[src/hdl/imhq_pkg.sv]
// ----------------------------------------------------------------------------
// imhq_pkg: shared types and codes of the indexed min-heap queue
// Field widths, request and status codes, and the item and entry records.
// ----------------------------------------------------------------------------
package imhq_pkg;

  localparam int KEY_W = 32;
  localparam int POS_W = 10;
  localparam int HND_W = 10;
  localparam int CNT_W = 11;

  localparam int HEAP_DEPTH_DEF   = 1024;
  localparam int HANDLE_COUNT_DEF = 1024;

  // Old key assumed for a fresh entry before its key is lowered into place.
  localparam logic [KEY_W-1:0] TAU_INF = '1;

  // Request codes.
  localparam logic [1:0] REQ_INSERT = 2'd0;
  localparam logic [1:0] REQ_DELETE = 2'd1;
  localparam logic [1:0] REQ_CHANGE = 2'd2;
  localparam logic [1:0] REQ_LOCATE = 2'd3;

  // Status codes.
  localparam logic [1:0] ST_OK       = 2'd0;
  localparam logic [1:0] ST_FULL     = 2'd1;
  localparam logic [1:0] ST_BADPOS   = 2'd2;
  localparam logic [1:0] ST_NOHANDLE = 2'd3;

  typedef struct packed {
    logic [1:0]       req;
    logic [POS_W-1:0] position;
    logic [KEY_W-1:0] key;
    logic [HND_W-1:0] handle;
  } item_t;

  typedef struct packed {
    logic [KEY_W-1:0] key;
    logic [HND_W-1:0] handle;
  } entry_t;

endpackage

[src/hdl/imhq_front.sv]
// ----------------------------------------------------------------------------
// imhq_front: request intake
// Takes items from the command port into a two-entry queue for the sequencer.
// ----------------------------------------------------------------------------
module imhq_front (
  input  logic           clk,
  input  logic           rst,
  input  logic           push,
  input  imhq_pkg::item_t in_item,
  output logic           full,
  input  logic           pop,
  output logic           head_valid,
  output imhq_pkg::item_t head
);
  import imhq_pkg::*;

  item_t      slots [2];
  logic       wr_ptr;
  logic       rd_ptr;
  logic [1:0] fill;

  assign full       = (fill == 2'd2);
  assign head_valid = (fill != 2'd0);
  assign head       = slots[rd_ptr];

  // Queue storage.
  always_ff @(posedge clk) begin
    if (push) begin
      slots[wr_ptr] <= in_item;
    end
  end

  // Pointers and fill level.
  always_ff @(posedge clk) begin
    if (rst) begin
      wr_ptr <= 1'b0;
      rd_ptr <= 1'b0;
      fill   <= 2'd0;
    end else begin
      if (push) begin
        wr_ptr <= ~wr_ptr;
      end
      if (pop) begin
        rd_ptr <= ~rd_ptr;
      end
      if (push && !pop) begin
        fill <= fill + 2'd1;
      end else if (pop && !push) begin
        fill <= fill - 2'd1;
      end
    end
  end

endmodule

[config.mk]
export PLATFORM = sky130hd
export DESIGN_NAME = imhq_front
export DESIGN_NICKNAME = d
export VERILOG_FILES = /design/src/hdl/imhq_pkg.sv /design/src/hdl/imhq_front.sv
export SDC_FILE = /design/constraint.sdc
export NUM_CORES = 1
export LEC_CHECK = 0
export BUFFER_PORTS_ARGS = -buffer_cell sky130_fd_sc_hd__clkbuf_2
export CORE_UTILIZATION = 51
export DETAILED_ROUTE_END_ITERATION = 6
export GPL_TIMING_DRIVEN = 0
export HOLD_SLACK_MARGIN = 0.15
export PLACE_DENSITY = 0.75
export SLEW_MARGIN = 20
export SYNTH_ARGS = -nofsm -noshare
export SYNTH_HDL_FRONTEND = slang
export SYNTH_SLANG_ARGS = --single-unit
[constraint.sdc]
create_clock -name clk -period 4.1 [get_ports clk]
set_input_delay 0.82 -clock clk [delete_from_list [all_inputs] [get_ports clk]]
set_output_delay 0.82 -clock clk [all_outputs]
set_load 0.1 [all_outputs]
# Word-level counts from Yosys, hierarchy flattened
# Memory sizes are Yosys's and may differ from the RTL's. A register that Yosys moved wholly into a read port is not among the register bits.
# Cells that the tools add are included.
# Widths: inputs -> output; s select.
[totals] regBits=4 latchBits=0 ramBits=108 mem_bits_ro=0 out_inout_bits=56 memories=1
[memory_table] name="slots" depth=2 word_bits=54 rd=1 rd_clocked_by_memory_dff=1 wr=1 line="imhq_front.sv:17" rtl="item_t slots [2];"
[op_classes] addsub=2 n_mul=0 n_div=0 magnitude_cmp=0 n_eq_ne=1 shift=0 muxes=6 n_bitwise=2 reduce_logical=6
[ops] cell="$mux 1" n=4
[ops] cell="$mux 2" n=2
[ops] cell="$reduce_bool 2->1" n=2
[ops] cell="$add 2x1->2 const B" n=1
[ops] cell="$eq 2x2->1 const B" n=1
[ops] cell="$logic_and 1x1->1" n=2
[ops] cell="$logic_not 1->1" n=2
[ops] cell="$not 1->1" n=2
[ops] cell="$sub 2x1->2 const B" n=1

# Longest topological paths before layout
# Gate-level depths: netlist of run 1.
[depth] depth_word=4 mapped_depth=5 mapped_depth_nobuf=5

# Least setup slack after synthesis of run 1
# Ideal clock, no wire load.
[synth_path] path_kind="input -> register" from="input push" to="memory slots[0][0] (netlist name) (enable)" setup_ns=0.472 arrival_ns=3.207 required_ns=3.628 path_slack_ns=0.420 stages=1 n_path_buf=0 cell_sequence="nor2b_1"
[synth_via] elab_chain_cells=2
[synth_rtl] element="start, declared" line="imhq_front.sv:8" rtl="input logic push,"
[synth_rtl] element="$mux 1" line="imhq_front.sv:28" rtl="if (push) begin"
[synth_rtl] element="$mux 1 (not written as such)" line="imhq_front.sv:29" rtl="slots[wr_ptr] <= in_item;"
[synth_rtl] element="end, declared" line="imhq_front.sv:17"
# No other way between the ends.

==> flow_metrics.tcl, run 1 <==
set metrics [dict create \
    power_density_nw_per_um2 652 \
    start_kind "flip-flop" \
    path_clk_slew_ns 0.06 \
    area_delta_synth_final_pct 33.8 \
    fmax_ghz 0.356 \
    status "finished, final reports clean" \
    path_class "flip-flop to output pin" \
    num_vias 2137 \
    multi_input_area_sq_um 724 \
    synth_most_common_cell "edfxtp_1" \
    ir_worst_vdd_mv 0.435 \
    rsz0062_at_grt "false" \
    finalSetupTns_ns 0 \
    cts_root_buf "clkbuf_8" \
    critical-path-top-delay-family "buffers and inverters" \
    maxCapViolCount 0 \
    grt_pass1_wl_mm 11.0 \
    cts_made_buffers 17 \
    layout-drive-gt1-share 0.612 \
    finish.utilization 0.710 \
    setup_viol 0 \
    synth.distinct_cells 17 \
    holdWs_ns 0.507 \
    syn_area_sq_um 4120 \
    p_leak_nw 2.15 \
    worst_ep_arrival_time_ns 1.99 \
    met2_usage 0.301 \
    io_pins 114 \
    worstPathCellList "buf_2 > buf_6 > mux2_2 > clkbuf_2" \
    ys_ff_latch 113 \
    fp-row-count 32 \
    yosysWarnings 0 \
    drt_wl_total_mm 6.96 \
    viasPerCell 4.86 \
    hpwlAfterDp_mm 4.42 \
    min_period_over_period 0.685 \
    async_reset_ff_frac 0 \
    netlist.area_leader.share 0.787 \
    relSlewSlack 0.595 \
    post_cts_buffers 0 \
    avgSynthCellArea_sq_um 21.7 \
    io_buffers 113 \
    yosysTopAreaCell "edfxtp_1" \
    track_usage 0.180 \
    die_width_um 91.9 \
    fin_cells 440 \
    ys_seq_area_frac 0.811 \
    cts_tree "yes" \
    finalWeightedCongestion 0.718 \
    ys.flop_type "edfxtp_1" \
    netlist_instances 190 \
    finalCriticalPeriod_ns 2.81 \
    dr.pass1.iters 4 \
    dp_cells 408 \
    crit_slowest_cell "clkbuf_2" \
    cts_resized 0 \
    core_area_sq_um 7770 \
    fin_worst_skew_ns 0.0103 \
    hold_viol_final 0 \
    cp_slowest_stage_delay_ns 0.37 \
    die_area_sq_um 8450 \
    die_h_um 91.9 \
    met3_usage 0.0896 \
    layout.area.seq_sq_um 3340 \
    synthTopCellsByCount "edfxtp_1 (108), mux2_2 (54), buf_6 (5), dfxtp_1 (5), nor2_1 (4)" \
    synth_area_leaders "edfxtp_1 (79%), mux2_2 (15%), dfxtp_1 (2.4%)" \
    synth_edf_count 108 \
    clock-sinks 113 \
    syn_nets 249 \
    critPathRequiredTime_ns 3.28 \
    grt_overflow_total 0 \
    hold_buffers 0 \
    grt_max_degree 34 \
    worstMarginPinSlew_ns 0.606 \
    nNetsFinal 384 \
    grt_pass1_vias 2321 \
    min_path_type "input pin to flip-flop" \
    n_fill_cell 542 \
    drt.antenna.violating_nets 0 \
    clockBufferDepth 2 \
    cp-end-kind "output pin" \
    start_util 0.531 \
    cp_num_buf_inv 3 \
    crit_fanout 10 \
    slew_violations 0 \
    avgRoutedWirePerCell_um 15.8 \
    grt-busiest-layer "met2" \
    drc 0 \
    antenna_found_initial 0 \
    insertion_delay_ns 0.50 \
    h-tree-depth 4 \
    use_met1 0.196 \
    drt_iter0_drc 106 \
    n_antenna_cell 0 \
]
-- through the flow --
| step | area (sq um) | setup slack (ns) | total power [mW] |
|---|---|---|---|
| after global routing | 5520 | 1.20 | 3.71 |
| after global placement | 4820 | -1.11 | 2.10 |
| after CTS | 5520 | 1.25 | 3.62 |
| after detailed placement | 4900 | 1.81 | 2.12 |
| final | 5520 | 1.29 | 3.60 |
| after floorplan | 4120 | 0.420 | 1.98 |
-- routing by layer --
layer / routed length [um] / up-vias
met4: 72 / 0
met2: 3600 / 77
li1: - / 1021
met5: 0 / -
met3: 500 / 8
met1: 2790 / 1031
-- sequential cells by signal (all words and copies together) (netlist names), named ones only --
signal and flops:
slots 108, fill 2, rd_ptr 1, wr_ptr 1
-- area by class of cell --
type	count	share of cell area
clock buffers	20	0.0771
inverters	1	0.000681
multi-input cells	70	0.131
flip-flops and latches	113	0.606
plain buffers	6	0.0111
repair buffers	116	0.116
well taps	102	0.0231
clock inverters	12	0.0343
-- worst reg2reg max path, delay by kind of cell (launching register included) --
family / cells / cell delay, ns
flops: 1 / 0.35
buf+inv: 1 / 0.24
simple gates: 1 / 0.52
-- report_power, final --
part	switching [mW]	internal, mW	total, mW
sequential	0.0183	1.35	1.36
combinational	0.578	0.147	0.725
clock	0.467	1.04	1.51
-- cell families (layout without fill, tap and decap cells) --
| group | count (synthesis) | count (layout) | synth area share |
|---|---|---|---|
| buffers and inverters | 7 | 155 | 0.0158 |
| muxes | 54 | 54 | 0.147 |
| AOI/OAI and AO/OA | 2 | 2 | 0.00243 |
| and+or+nand+nor | 9 | 9 | 0.0118 |
| DFF | 113 | 113 | 0.811 |
| adders and majority gates | 1 | 1 | 0.00303 |
| xor gates and xnor gates | 4 | 4 | 0.00850 |
-- path summary, 6_finish.rpt --
kind             endpoint  cells past startpoint         from  slack, ns
max               head[0]                      4    flip-flop       1.29
min          slots[0][49]                      1  in_item[49]       0.51
max reg2reg   slots[0][6]                      2       wr_ptr       2.69
min reg2reg       fill[1]                      2      fill[1]       0.52
-- cell usage in the layout (no fill, tap or decap), drive strengths merged --
cell	count
clkbuf	133
edfxtp	108
mux2	54
buf	9
clkinv	6
dfxtp	5
bufinv	5
nor2	4
xnor2	2
xor2	2
or2	1
and2	1
inv	1
nor2b	1
and2b	1
o21ai	1
or3	1
a21oi	1
ha	1
clkinvlp	1
Power figures use the tool's default switching activity.
==> run 2: changes to the inputs <==
- ABC_AREA: not set -> 1
- CORE_UTILIZATION: 51 -> 52
- PLACE_DENSITY: 0.75 -> 0.76
- clock period: 4.1 -> 2.8 ns (I/O delays scaled with it)
==> flow_metrics.tcl, run 2 <==
set metrics [dict create \
    status "finished, final reports clean" \
    insertion_delay_ns 0.49 \
    n_antenna_cell 0 \
    avgRoutedWirePerCell_um 15.1 \
    finalCriticalPeriod_ns 2.41 \
    setup_slack_ns 0.393 \
    drt_wl_total_mm 6.78 \
    setup_viol 0 \
    ys_seq_area_frac 0.764 \
    wl_met1_mm 2.68 \
    hpwlAfterDp_mm 4.45 \
    cts_root_buf "clkbuf_8" \
    largest_register_ffs 108 \
    synth_mux_area_frac 0.182 \
    sw_frac_of_total 0.292 \
    final_cell_mix "clkbuf_2 (113), edfxtp_1 (108), mux2_4 (50)" \
    hold_depth 1 \
    min_period_over_period 0.859 \
    synthTopCellsByCount "edfxtp_1 (108), mux2_4 (50), inv_1 (9)" \
    avgSynthCellArea_sq_um 21.8 \
    netlist_instances 201 \
    rsz0062_at_grt "false" \
    power_density_nw_per_um2 896 \
    synth_compound_area_frac 0.00229 \
    h-tree-depth 4 \
    rr_worst_depth 2 \
    top_register "slots" \
    hold_buffers 0 \
    io_pins 114 \
    slew_violations 0 \
    clockBufferDepth 2 \
    io_buffers 113 \
    met2WireLength_mm 3.69 \
    track_usage 0.163 \
    path_clk_slew_ns 0.06 \
    combPwrFrac 0.206 \
    grt_max_degree 56 \
    grt_pass1_wl_mm 10.1 \
    syn_area_sq_um 4380 \
    clock_power_share 0.408 \
    synth_area_leaders "edfxtp_1 (74%), mux2_4 (17%), buf_12 (2.3%)" \
    netlist.area_leader.share 0.741 \
    die_width_um 93.7 \
    fp-row-count 33 \
    final_common_cell "clkbuf_2" \
    drt_iter0_drc 59 \
    ys_ff_latch 113 \
    synth_edf_count 108 \
    fmax_ghz 0.416 \
    maxCapViolCount 0 \
    yosysWarnings 0 \
    finalWeightedCongestion 0.685 \
    area_delta_synth_final_pct 30.7 \
    synth_most_common_cell "edfxtp_1" \
    yosysTopAreaCell "edfxtp_1" \
    hold_viol_final 0 \
    nNetsFinal 394 \
    internal_power_mw 3.63 \
    grt_pass1_vias 2180 \
    ys.flop_type "edfxtp_1" \
    synth_fa_ha_area_frac 0.00286 \
    wl_met3_um 283 \
    fin_worst_skew_ns 0.00609 \
    critPathRequiredTime_ns 2.24 \
    cts_resized 0 \
    async_reset_ff_frac 0 \
    cp-end-kind "output pin" \
    power_mw 5.13 \
    start_kind "flip-flop" \
    drt.antenna.violating_nets 0 \
    netSwitchingPower_mw 1.50 \
    die_h_um 93.7 \
    cts_tree "yes" \
    die_area_sq_um 8790 \
    relSlewSlack 0.519 \
    synth.distinct_cells 16 \
    path_class "flip-flop to output pin" \
    cts_made_buffers 17 \
    drc 0 \
    worst_ep_arrival_time_ns 1.85 \
    crit_fanout 10 \
    core_area_sq_um 8180 \
    dr.max_layer_used "met4" \
    holdWs_ns 0.253 \
    antenna_found_initial 0 \
    grt_overflow_total 0 \
    start_util 0.535 \
    synth_xor_area_frac 0.00200 \
    post_cts_buffers 0 \
    num_vias 2189 \
    synth-simple-area-share 0.0140 \
    worstMarginPinSlew_ns 0.722 \
    dr.pass1.iters 4 \
    viasPerCell 4.86 \
    synth_top_family_by_area "multiplexers" \
    clock-sinks 113 \
    min_path_type "input pin to flip-flop" \
    ir_worst_vdd_mv 0.600 \
    syn_nets 260 \
    dp_slack_ns 0.886 \
    reg_top3 "slots (108), fill (2)" \
    seq_power_share 0.387 \
    p_leak_nw 2.35 \
    layout-drive-gt1-share 0.594 \
]
-- run 2: cell count changes in the layout (fill, tap and decap cells not counted), moves of 4 or more --
cell	delta
nand2_1	+6
buf_6	-4
inv_1	+7
mux2_4	+50
mux2_2	-50
buf_12	+4
-- run 2: path summary, 6_finish.rpt --
path / startpoint / to / slack [ns]
hold reg to reg: rd_ptr / rd_ptr / 0.55
setup reg to reg: wr_ptr / slots[1][46] / 1.35
setup / recovery: flip-flop / head[24] / 0.39
hold / removal: in_item[44] / slots[0][44] / 0.25
-- run 2: routing by layer --
layer | up-vias | global-route usage
met5 | - | 0
met4 | 0 | 0.105
met3 | 12 | 0.0477
met2 | 68 | 0.282
met1 | 1064 | 0.173
li1 | 1045 | -
-- run 2: cell families after synthesis --
logic type                 Yosys count
DFF                                113
muxes                               54
AOI/OAI and AO/OA                    2
xor gates and xnor gates             1
and+or+nand+nor                     15
adders and majority gates            1
buffers and inverters               15
-- run 2: stage by stage --
| step | TNS, ns | util | area [sq um] | instances |
|---|---|---|---|---|
| after CTS | 0 | 0.700 | 5720 | 450 |
| after global routing | 0 | 0.700 | 5720 | 450 |
| final | 0 | 0.700 | 5720 | 450 |
| after floorplan | 0 | - | 4380 | 201 |
| after detailed placement | 0 | 0.629 | 5140 | 421 |
| after global placement | -26.11 | 0.621 | 5080 | 419 |
-- run 2: final cells by class --
class                           count  area, sq um
Sequential cell                   113         3340
Fill cell                         551         2450
Multi-Input combinational cell     73          896
Timing Repair Buffer              115          621
Clock buffer                       17          414
Clock inverter                     12          169
Tap cell                          105          131
Buffer                              6          111
Inverter                            9         36.3
-- run 2: power groups by stage --
| stage | sequential [mW] | combinational (mW) | clock, mW |
|---|---|---|---|
| 2_1_floorplan | 2.01 | 0.902 | 0 |
| 3_3_place_gp | 2.01 | 1.04 | 0 |
| 3_5_place_dp | 2.02 | 1.06 | 0 |
| 4_1_cts | 1.98 | 1.06 | 2.12 |
| 5_1_grt | 1.99 | 1.09 | 2.19 |
| 6_report | 1.98 | 1.05 | 2.09 |
-- run 2: worst max-delay path, stage by stage, from the launching register on --
cell      delay (ns)
dfxtp_1         0.32
buf_6           0.19
buf_12          0.17
mux2_4          0.30
clkbuf_2        0.37
